$ cat config.mk
export PLATFORM = sky130hd
export DESIGN_NAME = zbs_map
export DESIGN_NICKNAME = d
export VERILOG_FILES = /design/src/rtl/core/zbs_pkg.sv /design/src/rtl/core/zbs_map.sv
export SDC_FILE = /design/constraint.sdc
export NUM_CORES = 2
export LEC_CHECK = 0
export BUFFER_PORTS_ARGS = -buffer_cell sky130_fd_sc_hd__buf_4
export CELL_PAD_IN_SITES_DETAIL_PLACEMENT = 0
export CELL_PAD_IN_SITES_GLOBAL_PLACEMENT = 1
export CORE_MARGIN = 1.5
export CORE_UTILIZATION = 51
export DETAILED_ROUTE_END_ITERATION = 10
export PLACE_DENSITY_LB_ADDON = 0.1
export REMOVE_ABC_BUFFERS = 1
export SYNTH_ARGS = -nofsm -noshare
export SYNTH_HDL_FRONTEND = slang
export SYNTH_SLANG_ARGS = --single-unit
$ cat constraint.sdc
create_clock -name clk -period 11.2 [get_ports clk]
set_input_delay 1.68 -clock clk [delete_from_list [all_inputs] [get_ports clk]]
set_output_delay 1.68 -clock clk [all_outputs]
set_load 0.02 [all_outputs]
$ cat src/rtl/core/zbs_pkg.sv
// ----------------------------------------------------------------------------
// zbs_pkg
// Shared types, widths and constants of the zoomed bitmap scaler.
// ----------------------------------------------------------------------------
package zbs_pkg;

    // field widths
    localparam int ZR_W      = 24;  // Q8.16 ratio
    localparam int PIX_W     = 12;  // pixel coordinate
    localparam int SCR_W     = 13;  // screen size
    localparam int FLD_W     = 9;   // field size
    localparam int COLOR_W   = 32;
    localparam int PROD_W    = ZR_W + PIX_W;
    localparam int CX_W      = PROD_W + 1 - 16;
    localparam int WORD_BITS = 32;
    localparam int OFF_W     = $clog2(WORD_BITS);
    localparam int CFG_IDX_W = 3;

    // default parameter values
    localparam int FIELD_COLS_DEF    = 256;
    localparam int FIELD_ROWS_DEF    = 256;
    localparam int BORDER_PIXELS_DEF = 6;
    localparam int GRID_MIN_CELL_DEF = 18;

    // register reset values
    localparam logic [ZR_W-1:0]  RATIO_RST = 24'd65536;
    localparam logic [SCR_W-1:0] SCR_RST   = 13'd256;
    localparam logic [FLD_W-1:0] FLD_RST   = 9'd256;

    // round(1/ratio) >= g  <=>  ratio * (2g - 1) <= 2^17
    localparam logic [ZR_W:0] HALF_ROUND = 25'h8000;
    localparam int ONE_OVER_NUM = 131072;

    localparam logic [COLOR_W-1:0] COLOR_DEAD    = 32'h0000_0000;
    localparam logic [COLOR_W-1:0] COLOR_LIVE    = 32'hFFFF_FFFF;
    localparam logic [COLOR_W-1:0] COLOR_OVERLAY = 32'h2288_8888;

    localparam logic CMD_SET    = 1'b0;
    localparam logic CMD_RENDER = 1'b1;

    typedef enum logic [CFG_IDX_W-1:0] {
        REG_ZOOM_X   = 3'd0,
        REG_ZOOM_Y   = 3'd1,
        REG_FIT_X    = 3'd2,
        REG_FIT_Y    = 3'd3,
        REG_SCREEN_W = 3'd4,
        REG_SCREEN_H = 3'd5,
        REG_FIELD_W  = 3'd6,
        REG_FIELD_H  = 3'd7
    } cfg_reg_t;

    typedef struct packed {
        logic [ZR_W-1:0]  zoom_x;
        logic [ZR_W-1:0]  zoom_y;
        logic [ZR_W-1:0]  fit_x;
        logic [ZR_W-1:0]  fit_y;
        logic [SCR_W-1:0] scr_w;
        logic [SCR_W-1:0] scr_h;
        logic [FLD_W-1:0] fld_w;
        logic [FLD_W-1:0] fld_h;
    } cfg_t;

    // decisions handed from the mapper to the sequencer
    typedef struct packed {
        logic cmd;
        logic val;
        logic in_field;
        logic overlay;
    } map_flags_t;

    typedef enum logic [2:0] {
        ST_CLEAR,
        ST_IDLE,
        ST_MAP,
        ST_READ,
        ST_DONE
    } state_t;

endpackage

$ cat src/rtl/core/zbs_map.sv
// ----------------------------------------------------------------------------
// zbs_map
// Two-stage pixel to cell mapping: ratio products, then cell index,
// field check, border and grid overlay, and the word address of the cell.
// ----------------------------------------------------------------------------
module zbs_map import zbs_pkg::*; #(
    parameter int FIELD_COLS    = FIELD_COLS_DEF,
    parameter int FIELD_ROWS    = FIELD_ROWS_DEF,
    parameter int BORDER_PIXELS = BORDER_PIXELS_DEF,
    parameter int GRID_MIN_CELL = GRID_MIN_CELL_DEF,
    parameter int ADDR_W        = 11
) (
    input  logic              clk,
    input  logic              load,
    input  logic              command,
    input  logic [PIX_W-1:0]  pixel_x,
    input  logic [PIX_W-1:0]  pixel_y,
    input  logic              cell_value,
    input  cfg_t              cfg,
    output map_flags_t        flags,
    output logic [ADDR_W-1:0] word_addr,
    output logic [OFF_W-1:0]  word_off
);

    localparam int CXI_W     = $clog2(FIELD_COLS);
    localparam int CYI_W     = $clog2(FIELD_ROWS);
    localparam int BIT_W     = $clog2(FIELD_COLS * FIELD_ROWS);
    localparam int BORD_W    = SCR_W + 1;
    localparam int LARGE_MAX = ONE_OVER_NUM / (2 * GRID_MIN_CELL - 1);

    function automatic logic [CX_W-1:0] round_cell(input logic [PROD_W-1:0] prod);
        logic [PROD_W:0] sum;
        begin
            sum = {1'b0, prod} + (PROD_W + 1)'(HALF_ROUND);
            round_cell = sum[PROD_W:16];
        end
    endfunction

    function automatic logic in_border(input logic [PIX_W-1:0] p,
                                       input logic [SCR_W-1:0] size);
        logic [BORD_W-1:0] pw;
        begin
            pw = BORD_W'(p);
            in_border = (pw < BORD_W'(BORDER_PIXELS)) ||
                        ((pw + BORD_W'(BORDER_PIXELS)) >= BORD_W'(size));
        end
    endfunction

    // stage 1
    logic [PROD_W-1:0] prod_x_reg, prod_xp_reg, prod_y_reg, prod_yp_reg;
    logic              px_nz_reg, py_nz_reg, border_reg, grid_on_reg;
    logic              cmd_reg, val_reg;

    logic zoomed;
    logic large_x, large_y;

    assign zoomed  = (cfg.zoom_x != cfg.fit_x) || (cfg.zoom_y != cfg.fit_y);
    assign large_x = cfg.zoom_x <= ZR_W'(LARGE_MAX);
    assign large_y = cfg.zoom_y <= ZR_W'(LARGE_MAX);

    always_ff @(posedge clk)
    begin
        if (load)
        begin
            prod_x_reg  <= PROD_W'(cfg.zoom_x) * PROD_W'(pixel_x);
            prod_xp_reg <= PROD_W'(cfg.zoom_x) * PROD_W'(pixel_x - PIX_W'(1));
            prod_y_reg  <= PROD_W'(cfg.zoom_y) * PROD_W'(pixel_y);
            prod_yp_reg <= PROD_W'(cfg.zoom_y) * PROD_W'(pixel_y - PIX_W'(1));
            px_nz_reg   <= pixel_x != '0;
            py_nz_reg   <= pixel_y != '0;
            border_reg  <= zoomed && (in_border(pixel_x, cfg.scr_w) ||
                                      in_border(pixel_y, cfg.scr_h));
            grid_on_reg <= zoomed && large_x && large_y;
            cmd_reg     <= command;
            val_reg     <= cell_value;
        end
    end

    // stage 2
    logic [CX_W-1:0]  cx, cxp, cy, cyp;
    logic             grid_edge, in_field;
    logic [BIT_W-1:0] bit_idx;

    always_comb
    begin
        cx  = round_cell(prod_x_reg);
        cxp = round_cell(prod_xp_reg);
        cy  = round_cell(prod_y_reg);
        cyp = round_cell(prod_yp_reg);
        grid_edge = (px_nz_reg && (cx != cxp)) || (py_nz_reg && (cy != cyp));
        in_field = (cx < CX_W'(cfg.fld_w)) && (cx < CX_W'(FIELD_COLS)) &&
                   (cy < CX_W'(cfg.fld_h)) && (cy < CX_W'(FIELD_ROWS));
        bit_idx = BIT_W'(cy[CYI_W-1:0]) * BIT_W'(FIELD_COLS) + BIT_W'(cx[CXI_W-1:0]);
    end

    map_flags_t       flags_reg;
    logic [ADDR_W-1:0] word_reg;
    logic [OFF_W-1:0]  off_reg;

    always_ff @(posedge clk)
    begin
        flags_reg.cmd      <= cmd_reg;
        flags_reg.val      <= val_reg;
        flags_reg.in_field <= in_field;
        flags_reg.overlay  <= border_reg || (grid_on_reg && grid_edge);
        word_reg           <= ADDR_W'(bit_idx >> OFF_W);
        off_reg            <= bit_idx[OFF_W-1:0];
    end

    assign flags     = flags_reg;
    assign word_addr = word_reg;
    assign word_off  = off_reg;

endmodule

==> summary.txt <==
Clock tree
  • CTS clock-pin slew for the worst setup and hold paths: 70 ps
  • CTS tree: done
  • CTS Hold Bufs: 0
  • Clock root buffer: clkbuf_16
  • Post-cts sizing count: 0
  • Worst-skew pair later-pin latency: 400 ps
  • H-tree depth: 3
  • Num CTS Buffers: 9
  • Max clock buf depth: 2
  • Post-CTS Setup Bufs: 0
  • Clk sinks: 110

Floorplanning
  • Initial Utilization: 51.4%
  • Io pins: 188
  • Die ar.: 0.0860 mm²
  • Die Y: 293 µm
  • Std-Cell Rows: 106
  • Die span in x: 293 µm
  • Core area: 0.0836 mm²

Placed design
  • Routability congestion estimate: 0.875
  • Pre-CTS worst setup slack: 869 ps
  • Post-DP Area: 0.0450 mm²
  • Hpwl dp: 89.3 mm
  • Placed instance count: 5814
  • PortBufs: 187

Timing
  • Period utilisation layout: 90.0%
  • RSZ-0062 raised after global routing: false
  • Final min period: 10080 ps
  • Slew Viols, Final: 0
  • Final hold violation count: 0
  • WHS: 352 ps
  • Setup TNS: 0 ps
  • Fmax: 0.0992 GHz
  • Post-layout worst setup margin: 1120 ps
  • Final setup fails: 0
  • Final Skew: 14.2 ps
  • Worst Tran Pin Value: 1270 ps
  • Slew Limit Headroom: 14.9%

Drt
  • Iteration-0 DRC Markers: 1807
  • Drt first pass iters: 7
  • Via density: 5.46
  • Vias: 31852
  • WL final: 116 mm
  • DRT antenna net count: 0
  • Remaining DRCs: 0
  • Wire per inst: 19.9 µm

Pwr
  • Combinational power share: 87.1%
  • Cell internal pwr: 6.21 mW
  • Net switching power: 7.25 mW
  • Sequential Power Share: 10.3%
  • Peak supply drop: 0.346 mV
  • PD cells: 297 mW/mm²
  • Switching Share: 53.8%
  • Leakage Power: 22.2 nW
  • Power consumption: 13.5 mW
  • Clock Power Share: 2.6%

Cells and area
  • Final Non-Filler Cells: 5831
  • Cell area after layout: 0.0453 mm²
  • Nets: 6231
  • Area Growth Syn to Fin: 5.45%
  • Post-layout util: 54.2%
  • Share of layout cells above drive strength 1: 5.77%

Global route
  • Grt met2 use: 45.9%
  • Vias in the first global route: 33866
  • Initial antenna violation count: 3
  • Largest net degree at the start of global routing: 59
  • GRT Resource Usage Total: 28.5%
  • Gr ovfl total: 0
  • Met3 Use GR: 4.67%
  • Global-route wire length before repair: 190 mm
  • Busiest grt layer: met2
  • Met1 Use GR: 41.5%

Yosys
  • Synth top cells by count: fa_1 (920), inv_1 (874), nand2_1 (846)
  • Synth top area share: 42.9%
  • Most common cell in the netlist: fa_1
  • Number of synthesized flops with an enable pin: 90
  • Main flop type after synthesis: edfxtp_1
  • Mapped cell area: 0.0430 mm²
  • Cell accounting for the most synthesized area: fa_1
  • Main area contributors after synthesis: fa_1 (43%), ha_1 (12%), inv_1 (7.6%), nand2_1 (7.4%), edfxtp_1 (6.3%)
  • Synthesized area per cell: 8.97 µm²
  • Yosys reg bits: 110
  • Unique cell type count in the Yosys netlist: 68
  • Asr flop ratio synth: 0%
  • Cells after Synth: 4792
  • Synth warn: 0
  • Register area share after synthesis: 7.22%

Job
  • Max-Cap Viols: 0

Critical path
  • Worst setup path category: in2reg
  • Critical Path End Type: flop
  • Crit. Startpoint: pixel_y[2]
  • Crit path top cell by count: fa_1
  • Arrival time at the worst endpoint: 10340 ps
  • Slowest CP cell: a32oi_1
  • Required time worst endpoint: 11460 ps
  • Max FO, Critical Path: 30
  • R2r startpoint: prod_y_reg[19]
  • CP peak stage delay: 540 ps
  • Setup crit start kind: input pin

Run status
  • Status: finished clean

Worst hold path
  • Hold path start: cmd_reg
  • Hold Path Class: reg2reg
==> power by group through the flow <==
stage                     Combinational, mW  Sequential [mW]  Clock (mW)
after floorplan                        8.32             1.36           0
after global placement                 11.6             1.39           0
after detailed placement               11.6             1.38           0
after CTS                              11.8             1.38       0.354
after global routing                   13.4             1.41       0.369
final                                  11.7             1.38       0.347
==> logic make-up after synthesis <==
| kind of cell | after synthesis | synth area share (%) |
|---|---|---|
| adder cells (fa/ha/maj) | 1318 | 54.5 |
| XOR/XNOR | 271 | 5.52 |
| multiplexers | 4 | 0.0961 |
| flip-flops | 110 | 7.22 |
| AO/OA/AOI/OAI | 266 | 4.14 |
| AND/OR/NAND/NOR | 1680 | 18.6 |
| buffers and inverters | 1143 | 10.0 |
==> final timing paths <==
path / endpoint / slack [ps] / depth (start not counted)
worst max-delay path: prod_yp_reg[35] / 1120 / 30
worst min-delay path: flags[3] / 350 / 0
worst max register to register: flags[0] / 7340 / 9
worst min register to register: flags[3] / 350 / 0
==> area by class of cell <==
type	instances	area, µm²
Fill cell	7810	38300
Multi-Input combinational cell	3539	35700
Inverter	874	3280
Sequential cell	110	3100
Timing Repair Buffer	211	1580
Tap cell	1080	1350
Clock buffer	12	268
Clock inverter	4	36.3
Antenna cell	1	2.50
==> layer usage <==
layer / share of wire, % / wire length, µm / vias to the layer above
li1: - / - / 14409
met1: 46 / 53200 / 16480
met2: 46 / 53400 / 864
met3: 7.0 / 8080 / 99
met4: 1.2 / 1340 / 0
met5: 0 / 0 / -
==> cell usage in the layout (no fill, tap or decap), drive strengths merged, types with 5 or more instances in the layout <==
cell,Yosys,layout
and2,288,288
nand3,68,68
nand2,846,846
nor2,138,138
o21a,24,24
nand2b,62,62
a31oi,6,6
dfxtp,20,20
xnor2,198,198
o31a,5,5
and4,7,7
nor3,45,45
xor2,73,73
a211oi,13,13
fa,920,920
a21o,34,34
o21ai,60,60
and3,27,27
o211ai,10,10
ha,398,398
inv,874,876
o21bai,6,6
or2,23,23
a21oi,62,62
a21boi,5,5
nor4,30,30
nor2b,70,70
edfxtp,90,90
clkbuf,234,12
buf,35,211
a2111oi,8,8
nand4,57,57
==> worst max-delay path, delay by kind of cell <==
kind	cells	cell delay, ps
simple gates	9	2100
fa+ha+maj	8	3380
xor+xnor	1	480
compound gates	7	2060
buf+inv	5	620
Power figures use the tool's default switching activity.
